[src/eed_pkg.sv]
// eed_pkg: shared types, character codes and helpers for the echo escape decoder
// no dependencies; imported by every module under src

package eed_pkg;

    // request kinds carried on the input tuser
    localparam logic [1:0] REQ_BYTE     = 2'd0;
    localparam logic [1:0] REQ_BOUNDARY = 2'd1;
    localparam logic [1:0] REQ_END      = 2'd2;
    localparam logic [1:0] REQ_IGNORED  = 2'd3;  // reserved kind, dropped without effect

    // shell dialects
    localparam logic [1:0] MODE_DEFAULT = 2'd0;
    localparam logic [1:0] MODE_COMPAT  = 2'd1;
    localparam logic [1:0] MODE_POSIX   = 2'd2;

    // configuration register indexes
    localparam logic [1:0] CFG_SHELL_MODE  = 2'd0;
    localparam logic [1:0] CFG_INTERPRET   = 2'd1;
    localparam logic [1:0] CFG_SUPPRESS_NL = 2'd2;

    // widths
    localparam int unsigned BYTE_W  = 8;
    localparam int unsigned REQ_W   = 2;
    localparam int unsigned CFG_W   = 2;
    localparam int unsigned COUNT_W = 2;

    // character codes
    localparam logic [7:0] CH_ESC   = 8'h1B;
    localparam logic [7:0] CH_BEL   = 8'h07;
    localparam logic [7:0] CH_BS    = 8'h08;
    localparam logic [7:0] CH_TAB   = 8'h09;
    localparam logic [7:0] CH_LF    = 8'h0A;
    localparam logic [7:0] CH_VT    = 8'h0B;
    localparam logic [7:0] CH_FF    = 8'h0C;
    localparam logic [7:0] CH_CR    = 8'h0D;
    localparam logic [7:0] CH_SPACE = 8'h20;
    localparam logic [7:0] CH_BSL   = 8'h5C;
    localparam logic [7:0] CH_ZERO  = 8'h30;
    localparam logic [7:0] CH_ONE   = 8'h31;
    localparam logic [7:0] CH_SEVEN = 8'h37;
    localparam logic [7:0] CH_UP_E  = 8'h45;
    localparam logic [7:0] CH_LO_A  = 8'h61;
    localparam logic [7:0] CH_LO_B  = 8'h62;
    localparam logic [7:0] CH_LO_C  = 8'h63;
    localparam logic [7:0] CH_LO_E  = 8'h65;
    localparam logic [7:0] CH_LO_F  = 8'h66;
    localparam logic [7:0] CH_LO_N  = 8'h6E;
    localparam logic [7:0] CH_LO_R  = 8'h72;
    localparam logic [7:0] CH_LO_T  = 8'h74;
    localparam logic [7:0] CH_LO_V  = 8'h76;

    // escape decoder phase
    typedef enum logic [1:0] {
        PH_PLAIN     = 2'd0,
        PH_BACKSLASH = 2'd1,
        PH_OCTAL     = 2'd2
    } phase_t;

    // configuration as seen by the decoder
    typedef struct packed {
        logic [1:0] shell_mode;
        logic       interpret_escapes;
        logic       suppress_newline;
    } cfg_t;

    // up to two result bytes produced by one input beat
    typedef struct packed {
        logic [COUNT_W-1:0] count;
        logic [BYTE_W-1:0]  byte0;
        logic [BYTE_W-1:0]  byte1;
    } res_t;

    // append one byte to a result pair, extra bytes are dropped
    function automatic res_t put_byte(res_t r, logic [BYTE_W-1:0] b);
        res_t o;
        o = r;
        if (r.count == 2'd0) begin
            o.byte0 = b;
            o.count = 2'd1;
        end else if (r.count == 2'd1) begin
            o.byte1 = b;
            o.count = 2'd2;
        end
        return o;
    endfunction

endpackage

[src/eed_decoder.sv]
// eed_decoder: escape state registers and the per-beat decode logic
// depends on eed_pkg for codes, cfg_t and res_t

module eed_decoder
    import eed_pkg::*;
(
    input  logic                aclk,
    input  logic                aresetn,
    input  logic                accept,
    input  cfg_t                cfg,
    input  logic [REQ_W-1:0]    req_type,
    input  logic [BYTE_W-1:0]   data_byte,
    output res_t                res
);

    phase_t            phase_reg, phase_next;
    logic [BYTE_W-1:0] oval_reg, oval_next;
    logic [1:0]        odig_reg, odig_next;
    logic              stopped_reg, stopped_next;

    logic              is_compat;
    logic              is_posix;
    logic              is_digit;
    logic [BYTE_W-1:0] oval_shift;
    logic [1:0]        odig_dec;

    assign is_compat  = (cfg.shell_mode == MODE_COMPAT);
    assign is_posix   = (cfg.shell_mode == MODE_POSIX);
    assign is_digit   = (data_byte >= CH_ZERO) && (data_byte <= CH_SEVEN);
    assign oval_shift = {oval_reg[BYTE_W-4:0], data_byte[2:0]};
    assign odig_dec   = (odig_reg != 2'd0) ? odig_reg - 2'd1 : 2'd0;

    // decode one beat into next state and up to two bytes
    always_comb begin
        phase_next   = phase_reg;
        oval_next    = oval_reg;
        odig_next    = odig_reg;
        stopped_next = stopped_reg;
        res          = '0;

        if (req_type == REQ_IGNORED) begin
            // unused request kind: no effect
        end else if (stopped_reg) begin
            if (req_type == REQ_END) begin
                stopped_next = 1'b0;
                phase_next   = PH_PLAIN;
                oval_next    = '0;
                odig_next    = '0;
            end
        end else if (req_type == REQ_BYTE) begin
            case (phase_reg)
                PH_BACKSLASH: begin
                    phase_next = PH_PLAIN;
                    case (data_byte)
                        CH_LO_A: res = put_byte(res, CH_BEL);
                        CH_LO_B: res = put_byte(res, CH_BS);
                        CH_LO_F: res = put_byte(res, CH_FF);
                        CH_LO_N: res = put_byte(res, CH_LF);
                        CH_LO_R: res = put_byte(res, CH_CR);
                        CH_LO_T: res = put_byte(res, CH_TAB);
                        CH_LO_V: res = put_byte(res, CH_VT);
                        CH_LO_E, CH_UP_E: begin
                            if (is_posix) begin
                                res = put_byte(res, CH_BSL);
                                res = put_byte(res, data_byte);
                            end else begin
                                res = put_byte(res, CH_ESC);
                            end
                        end
                        CH_BSL: res = put_byte(res, CH_BSL);
                        CH_LO_C: stopped_next = 1'b1;
                        CH_ZERO: begin
                            phase_next = PH_OCTAL;
                            oval_next  = '0;
                            odig_next  = 2'd3;
                        end
                        default: begin
                            if (data_byte >= CH_ONE && data_byte <= CH_SEVEN
                                && !is_compat) begin
                                phase_next = PH_OCTAL;
                                oval_next  = {5'd0, data_byte[2:0]};
                                odig_next  = 2'd2;
                            end else begin
                                res = put_byte(res, CH_BSL);
                                res = put_byte(res, data_byte);
                            end
                        end
                    endcase
                end
                PH_OCTAL: begin
                    if (is_digit) begin
                        oval_next = oval_shift;
                        odig_next = odig_dec;
                        if (odig_dec == 2'd0) begin
                            res        = put_byte(res, oval_shift);
                            phase_next = PH_PLAIN;
                            oval_next  = '0;
                        end
                    end else begin
                        // octal run ended by another byte, which is then decoded as in the plain phase
                        res        = put_byte(res, oval_reg);
                        phase_next = PH_PLAIN;
                        oval_next  = '0;
                        odig_next  = '0;
                        if (cfg.interpret_escapes && data_byte == CH_BSL) begin
                            phase_next = PH_BACKSLASH;
                        end else begin
                            res = put_byte(res, data_byte);
                        end
                    end
                end
                default: begin
                    phase_next = PH_PLAIN;
                    if (cfg.interpret_escapes && data_byte == CH_BSL) begin
                        phase_next = PH_BACKSLASH;
                    end else begin
                        res = put_byte(res, data_byte);
                    end
                end
            endcase
        end else begin
            // flush a cut-off escape, then space, or newline unless suppressed
            if (phase_reg == PH_BACKSLASH) begin
                res = put_byte(res, CH_BSL);
            end else if (phase_reg == PH_OCTAL) begin
                res = put_byte(res, oval_reg);
            end
            phase_next = PH_PLAIN;
            oval_next  = '0;
            odig_next  = '0;
            if (req_type == REQ_BOUNDARY) begin
                res = put_byte(res, CH_SPACE);
            end else begin
                if (!cfg.suppress_newline) begin
                    res = put_byte(res, CH_LF);
                end
                stopped_next = 1'b0;
            end
        end
    end

    // escape state, updated on each accepted beat
    always_ff @(posedge aclk) begin
        if (!aresetn) begin
            phase_reg   <= PH_PLAIN;
            oval_reg    <= '0;
            odig_reg    <= '0;
            stopped_reg <= 1'b0;
        end else if (accept) begin
            phase_reg   <= phase_next;
            oval_reg    <= oval_next;
            odig_reg    <= odig_next;
            stopped_reg <= stopped_next;
        end
    end

endmodule

[src/eed_out_buf.sv]
// eed_out_buf: result register holding up to two bytes, drained one beat per cycle while m_tready is high
// depends on eed_pkg for res_t

module eed_out_buf
    import eed_pkg::*;
(
    input  logic              aclk,
    input  logic              aresetn,
    input  logic              load,
    input  res_t              res,
    output logic              can_load,
    output logic              m_tvalid,
    input  logic              m_tready,
    output logic [BYTE_W-1:0] m_tdata,   // [7:0] out_byte
    output logic              m_tlast
);

    logic [COUNT_W-1:0] cnt_reg, cnt_next;
    logic [BYTE_W-1:0]  b0_reg, b0_next;
    logic [BYTE_W-1:0]  b1_reg, b1_next;
    logic               deliver;

    assign m_tvalid = (cnt_reg != 2'd0);
    assign m_tdata  = b0_reg;
    assign m_tlast  = (cnt_reg == 2'd1);
    assign deliver  = m_tvalid && m_tready;
    // room for a new pair once the last pending byte leaves this cycle
    assign can_load = (cnt_reg == 2'd0) || (cnt_reg == 2'd1 && m_tready);

    // next contents of the result register
    always_comb begin
        cnt_next = cnt_reg;
        b0_next  = b0_reg;
        b1_next  = b1_reg;
        if (load) begin
            cnt_next = res.count;
            b0_next  = res.byte0;
            b1_next  = res.byte1;
        end else if (deliver) begin
            cnt_next = cnt_reg - 2'd1;
            b0_next  = b1_reg;
        end
    end

    always_ff @(posedge aclk) begin
        if (!aresetn) begin
            cnt_reg <= '0;
        end else begin
            cnt_reg <= cnt_next;
        end
        b0_reg <= b0_next;
        b1_reg <= b1_next;
    end

endmodule

[src/echo_escape_decoder_core.sv]
// echo_escape_decoder_core: top level of the echo escape decoder
// depends on eed_pkg, eed_decoder and eed_out_buf
//
// Usage:
//   s_ channel: one beat per request; s_tuser is the request kind (argument
//   byte, argument boundary, command end), s_tdata the argument byte.
//   m_ channel: decoded bytes on m_tdata; m_tlast marks the last byte
//   produced by one input beat. A beat may produce zero, one or two bytes.
//   cfg_ port: write shell_mode (index 0), interpret_escapes (index 1) and
//   suppress_newline (index 2) only while the block is idle.
// Output: the first byte of a beat shows on m_ in the cycle after acceptance.
// Throughput: one input beat per cycle while m_tready is high and each beat
//   yields at most one byte; a beat yielding two bytes holds the result
//   register until both have left, the output port being one byte wide.
// Reset: aresetn low clears the escape state and the result register and
//   restores the configuration defaults (default dialect, escapes decoded,
//   newline emitted).
// Stall: with m_tready low, pending bytes hold in the result register and
//   s_tready drops once no room is left for the next beat's bytes.

module echo_escape_decoder_core
    import eed_pkg::*;
(
    input  logic              aclk,
    input  logic              aresetn,
    // configuration write port
    input  logic              cfg_wr_en,
    input  logic [1:0]        cfg_index,
    input  logic [CFG_W-1:0]  cfg_wr_data,
    // input stream
    input  logic              s_tvalid,
    output logic              s_tready,
    input  logic [BYTE_W-1:0] s_tdata,   // [7:0] data_byte
    input  logic [REQ_W-1:0]  s_tuser,   // [1:0] req_type
    // result stream
    output logic              m_tvalid,
    input  logic              m_tready,
    output logic [BYTE_W-1:0] m_tdata,   // [7:0] out_byte
    output logic              m_tlast
);

    cfg_t cfg_reg;
    res_t res;
    logic accept;

    // configuration registers
    always_ff @(posedge aclk) begin
        if (!aresetn) begin
            cfg_reg.shell_mode        <= MODE_DEFAULT;
            cfg_reg.interpret_escapes <= 1'b1;
            cfg_reg.suppress_newline  <= 1'b0;
        end else if (cfg_wr_en) begin
            case (cfg_index)
                CFG_SHELL_MODE:  cfg_reg.shell_mode        <= cfg_wr_data;
                CFG_INTERPRET:   cfg_reg.interpret_escapes <= cfg_wr_data[0];
                CFG_SUPPRESS_NL: cfg_reg.suppress_newline  <= cfg_wr_data[0];
                default: ;
            endcase
        end
    end

    assign accept = s_tvalid && s_tready;

    // escape decode and state
    eed_decoder u_decoder (
        .aclk      (aclk),
        .aresetn   (aresetn),
        .accept    (accept),
        .cfg       (cfg_reg),
        .req_type  (s_tuser),
        .data_byte (s_tdata),
        .res       (res)
    );

    // result register and output beat sequencing
    eed_out_buf u_out_buf (
        .aclk     (aclk),
        .aresetn  (aresetn),
        .load     (accept),
        .res      (res),
        .can_load (s_tready),
        .m_tvalid (m_tvalid),
        .m_tready (m_tready),
        .m_tdata  (m_tdata),
        .m_tlast  (m_tlast)
    );

endmodule
[config.mk]
export PLATFORM = sky130hd
export DESIGN_NAME = echo_escape_decoder_core
export DESIGN_NICKNAME = d
export VERILOG_FILES = /design/src/eed_pkg.sv /design/src/eed_decoder.sv /design/src/eed_out_buf.sv /design/src/echo_escape_decoder_core.sv
export SDC_FILE = /design/constraint.sdc
export NUM_CORES = 1
export LEC_CHECK = 0
export BUFFER_PORTS_ARGS = -buffer_cell sky130_fd_sc_hd__buf_2
export CORE_MARGIN = 2
export CORE_UTILIZATION = 35
export DETAILED_ROUTE_END_ITERATION = 10
export PLACE_DENSITY_LB_ADDON = 0.1
export SLEW_MARGIN = 15
export SYNTH_ARGS = -nofsm -noshare
export SYNTH_HDL_FRONTEND = slang
export SYNTH_SLANG_ARGS = --single-unit
[constraint.sdc]
create_clock -name aclk -period 4.8 [get_ports aclk]
set_input_delay 0.24 -clock aclk [delete_from_list [all_inputs] [get_ports aclk]]
set_output_delay 0.24 -clock aclk [all_outputs]
set_load 0.1 [all_outputs]
==> results of run 1 <==
==> through the flow <==
step,utilization,worst slack [ps],hold slack [ps]
2_1_floorplan,-,1681,365.1
3_3_place_gp,0.3876,2156,466.6
3_5_place_dp,0.3876,2188,476.1
4_1_cts,0.3987,2162,208.3
5_1_grt,0.3987,1995,231.3
6_report,0.3987,2141,211.7
==> cells in the mapped netlist (2+ instances only) <==
library cell  number  area [sq um]
clkbuf_1          15         56.30
o2111ai_1          3         26.28
nor2_1            20         75.07
a22o_1             2         17.52
ha_1               5         62.56
and3_1             2         12.51
a31oi_1            5         31.28
inv_1             12         45.04
o31ai_1            2         15.01
o22ai_1            3         18.77
a21oi_1           24         120.1
nand3_1           11         55.05
nand4_1            4         25.02
and3b_1            2         17.52
nor3_1             9         45.04
a32o_1             2         20.02
nor4b_1            2         17.52
mux2i_1           16         160.2
o21ai_0           24         120.1
edfxtp_1          16         480.5
nand2_1           48         180.2
nor3b_2            2         25.02
nand3b_1           4         30.03
dfxtp_1           19         380.4
o311ai_1           2         17.52
buf_2              7         35.03
nand2b_1           8         50.05
a211oi_1           4         30.03
nor4_1             4         25.02
buf_4              2         15.01
nor3b_1            9         67.56
nor2b_1           12         75.07
a32oi_1            2         17.52
o211ai_1           3         22.52
==> kinds of logic (layout without fill, tap and decap cells) <==
kind of cell	Yosys count	count (layout)
AO/OA/AOI/OAI	92	92
XOR/XNOR	1	1
adder cells (fa/ha/maj)	5	5
buffers and inverters	37	49
flip-flops	35	35
multiplexers	17	17
AND/OR/NAND/NOR	148	148
==> routing by layer <==
| metal | track usage | share of wire |
|---|---|---|
| met1 | 0.2744 | 0.46 |
| met2 | 0.3076 | 0.45 |
| met3 | 0.03402 | 0.060 |
| met4 | 0.08460 | 0.035 |
| met5 | 0 | 0 |
==> final timing paths <==
kind,start,endpoint,slack (ps),depth (start not counted)
worst max-delay path,u_decoder.phase_reg[0],u_out_buf.m_tdata[1],2140,8
worst min-delay path,cfg_wr_data[0],cfg_reg[1],210,3
worst max register to register,u_decoder.phase_reg[0],u_out_buf.m_tdata[1],2140,8
worst min register to register,u_decoder.odig_reg[0],u_decoder.odig_reg[0],480,2
==> critical path, cell delays in order, from the launching register on <==
cell and delay (ps):
dfxtp_1 360, inv_1 50, ha_1 630, inv_1 280
a21oi_1 340, o21ai_0 140, a32oi_1 250, o311ai_1 150
a22o_1 220
==> layout make-up <==
cell class              count  area [sq um]
clock buffers               7         76.32
clock inverters             1         5.005
fillers                   763          4408
inverters                  12         45.04
multi-input cells         263          1667
flip-flops and latches     35         860.8
well taps                  99         123.9
repair buffers             29         145.1
==> report_power, final <==
part | switching (W) | total (W) | internal, W
registers | 0.0000124 | 0.000363 | 0.000351
logic | 0.000285 | 0.000359 | 0.0000732
clock network | 0.000107 | 0.000209 | 0.000102
==> results.toml, run 1 <==
[outcome]
status = "finished clean"

[timing]
finClkSkew_ps = 8.947
tns_ps = 0
grt_setup_unrepaired = "no"
min_period_over_period = 0.5540
setup_viol = 0
slew_violations = 0
hold_viol = 0
slew_headroom = 0.2637
fin_crit_ps = 2659
fmax_mhz = 376.1
worstMarginPinSlew_ps = 1103

[setup_path]
start_kind = "flop"
worstPathMaxFanout = 16
end_kind = "flop"
setup.worst_path.class = "flop to flop"
cp.arrival_ps = 2710
cp.required_ps = 4850

[clocking]
cts_setup_buffers = 0
cts_buffers = 5
cts_tree = "yes"
hold_buffers = 0
cts_buffer_depth = 2
insertion_delay_ps = 290
clk_pin_slew_ps = 70
ctsResizeCount = 0
root_buffer = "clkbuf_8"
cts_num_sinks = 35
cts_max_level = 2

[power_and_ir_drop]
ir_drop_v = 0.0001141
p_leak_nw = 1.034
power_density_nw_per_um2 = 318.3
finalPower_w = 0.0009303

[grt]
grt_usage = 0.1997
grt_max_degree = 23
grt_overflow_total = 0
antenna_found_initial = 0
grt_pass1_vias = 2443
grt_pass1_wl_um = 13250

[yosys]
synth_compound_area_frac = 0.2225
synth_fp_nets = 359
yosys_warnings = 0
avgSynthCellArea_sq_um = 8.008
synthCells = 335
netlist_area_sq_um = 2683
synth_ff_type = "dfxtp_1"
synth_edf_count = 16
synth-xor-area-share = 0.003265
synthSimpleGateAreaFrac = 0.3055
synthAdderAreaFrac = 0.02332
ys_types = 64
synthMuxAreaShare = 0.06390
yosys_register_bits = 35
synthArstFlopShare = 0
seq_area_frac_synth = 0.3209
synth_top_family_by_area = "simple AND/OR/NAND/NOR gates"

[floorplanning]
fp-row-count = 31
initial_core_util = 0.3659
dieArea_sq_um = 8380
coreArea_sq_um = 7331
io_pins = 30
die_y_um = 91.55
die_w_um = 91.55

[final_layout]
n_antenna_cell = 0
fin_nets = 370
fin_cells = 446
area_growth_pct = 8.955
mostFrequentLayoutCell = "nand2_1"
layout-drive-gt1-share = 0.1354
layout_common_cells = "nand2_1 (48), buf_2 (29), o21ai_0 (24), a21oi_1 (24), nor2_1 (20)"
design_area_sq_um = 2923

[place]
place.gp.congestion = 0.9943
dp_hpwl_um = 6074
io_buffers = 29
placed_area_sq_um = 2841
place_inst = 438

[routing]
routed_wl_um = 8334
drcViolationCount = 0
vias = 2675
vias_per_cell = 5.998
drt-initial-drc-count = 300
avgRoutedWirePerCell_um = 18.69
ant_nets = 0
drtPass1Iterations = 5

[flow_run]
maxCapViolCount = 0

[worst_hold_path]
hp-class = "input port to flop"
(Power assumes the default switching activity.)
==> run 2: changes to the inputs <==
clock period = 2.4 ns   (was 4.8 ns; I/O delays follow)
==> results.toml, run 2 (synthesized netlist as in run 1, its figures left out) <==
[place]
dp_hpwl_um = 6258
place_ws_ps = 349.8
io_buffers = 29
place.gp.congestion = 0.9846
place_inst = 457

[floorplanning]
initial_core_util = 0.3659
io_pins = 30
die_y_um = 91.55
die_w_um = 91.55
coreArea_sq_um = 7331
dieArea_sq_um = 8380
fp-row-count = 31

[timing]
hold_viol = 0
fin_ws_ps = 419.5
slew_violations = 0
finClkSkew_ps = 5.713
tns_ps = 0
worstMarginPinSlew_ps = 524.6
min_period_over_period = 0.8252
setup_viol = 0
hold_slack_ps = 69.41
grt_setup_unrepaired = "no"
slew_headroom = 0.6476
fin_crit_ps = 1981
fmax_mhz = 504.9

[clocking]
root_buffer = "clkbuf_8"
cts_buffers = 5
insertion_delay_ps = 290
cts_setup_buffers = 0
ctsResizeCount = 0
cts_num_sinks = 35
cts_buffer_depth = 2
cts_max_level = 2
hold_buffers = 0
cts_tree = "yes"
clk_pin_slew_ps = 70

[setup_path]
cp.arrival_ps = 2020
worstPathMaxFanout = 11
start_kind = "flop"
critical_path.cell_chain = "inv_1 > ha_1 > o41ai_1 > buf_4 > nor2_1 > o21ai_0 > o2111ai_1 > a32o_1"
crit_slowest_cell = "dfxtp_1"
critPathMaxStageDelay_ps = 350
cp_num_buf_inv = 2
end_kind = "flop"
timing.rr.start = "u_decoder.phase_reg[1]"
r2r_slack_ps = 420
r2r_cells = 8
r2r_end = "u_out_buf.m_tdata[3]"
cp.required_ps = 2440
cp_top_family = "compound AO/OA/AOI/OAI gates"
setup.worst_path.class = "flop to flop"

[routing]
drt-met1-wl_um = 3935
drcViolationCount = 0
routed_wl_um = 8415
routed.top_layer = "met4"
vias_per_cell = 5.817
avgRoutedWirePerCell_um = 18.10
drt-initial-drc-count = 410
dr_wl_met2_um = 3743
drtPass1Iterations = 5
vias = 2705
met3WireLength_um = 539
ant_nets = 0

[power_and_ir_drop]
swShare = 0.4334
seqPwrFrac = 0.386
clkPwrFrac = 0.216
power_density_nw_per_um2 = 611.5
ir_drop_v = 0.0002454
p_leak_nw = 1.120
power.internal_w = 0.001065
finalPower_w = 0.001880
p_switching_w = 0.0008147
combPwrFrac = 0.397

[worst_hold_path]
worstHoldStart = "cfg_wr_data[0]"
hold_end = "cfg_reg[1]"
hp-class = "input port to flop"
hold_depth = 3

[outcome]
status = "finished clean"

[grt]
grt_overflow_total = 0
grt_max_degree = 23
grt_usage = 0.2062
antenna_found_initial = 0
grt_pass1_vias = 2547
grt_pass1_wl_um = 13750

[final_layout]
fin_cells = 465
n_antenna_cell = 0
n_fill_cell = 751
layout_common_cells = "nand2_1 (48), buf_2 (29), o21ai_0 (24), a21oi_1 (24), nor2_1 (20)"
area_growth_pct = 14.60
fin_nets = 389
layout-drive-gt1-share = 0.1831
mostFrequentLayoutCell = "nand2_1"

[flow_run]
maxCapViolCount = 0
## run 2: changes by cell type in the layout (fill, tap and decap cells not counted), sizes merged
cell	change
buf	+19
clkbuf	-1
clkinv	+1
## run 2: power by group through the flow
stage / Sequential (W) / Clock (W) / Combinational [W]
CTS: 0.000726 / 0.000419 / 0.000747
detailed placement: 0.000739 / 0 / 0.000745
global route: 0.000731 / 0.000441 / 0.000786
finish: 0.000726 / 0.000407 / 0.000747
global placement: 0.000740 / 0 / 0.000745
floorplan: 0.000962 / 0 / 0.000379
## run 2: through the flow
step / utilization / instance area, sq um
finish: 0.4194 / 3074
global route: 0.4194 / 3074
CTS: 0.4194 / 3074
detailed placement: 0.4084 / 2994
global placement: 0.4084 / 2994
floorplan: - / 2693
## run 2: worst max-delay path by stage
stage	startpoint	to	slack (ps)	depth (start not counted)
after global routing	u_decoder.phase_reg[1]	u_out_buf.b1_reg[6]	250	6
after CTS	u_decoder.phase_reg[1]	u_out_buf.m_tdata[3]	430	8
after floorplan	u_out_buf.cnt_reg[1]	u_decoder.phase_reg[0]	80	9
after detailed placement	s_tdata[3]	u_out_buf.m_tdata[3]	350	8
after global placement	s_tdata[3]	u_out_buf.m_tdata[3]	370	8
final	u_decoder.phase_reg[1]	u_out_buf.m_tdata[3]	420	8
## run 2: layer usage
metal  GRT usage  vias up
met5           0        -
met4     0.06944        0
met3     0.03651       17
met2      0.3137      103
met1      0.2931     1285
li1            -     1300
## run 2: layout make-up
type	instances	area, sq um	area share
Multi-Input combinational cell	263	1677	0.5454
Timing Repair Buffer	48	287.8	0.09361
Tap cell	99	123.9	0.04029
Clock inverter	2	7.507	0.002442
Clock buffer	6	72.57	0.02361
Sequential cell	35	860.8	0.2800
Inverter	12	45.04	0.01465
## run 2: worst register-to-register path, cell delays in order, from the launching register on
cell and delay, ps:
dfxtp_1 350, inv_1 50, ha_1 330, o41ai_1 130, buf_4 180, nor2_1 60
o21ai_0 120, o2111ai_1 200, a32o_1 310
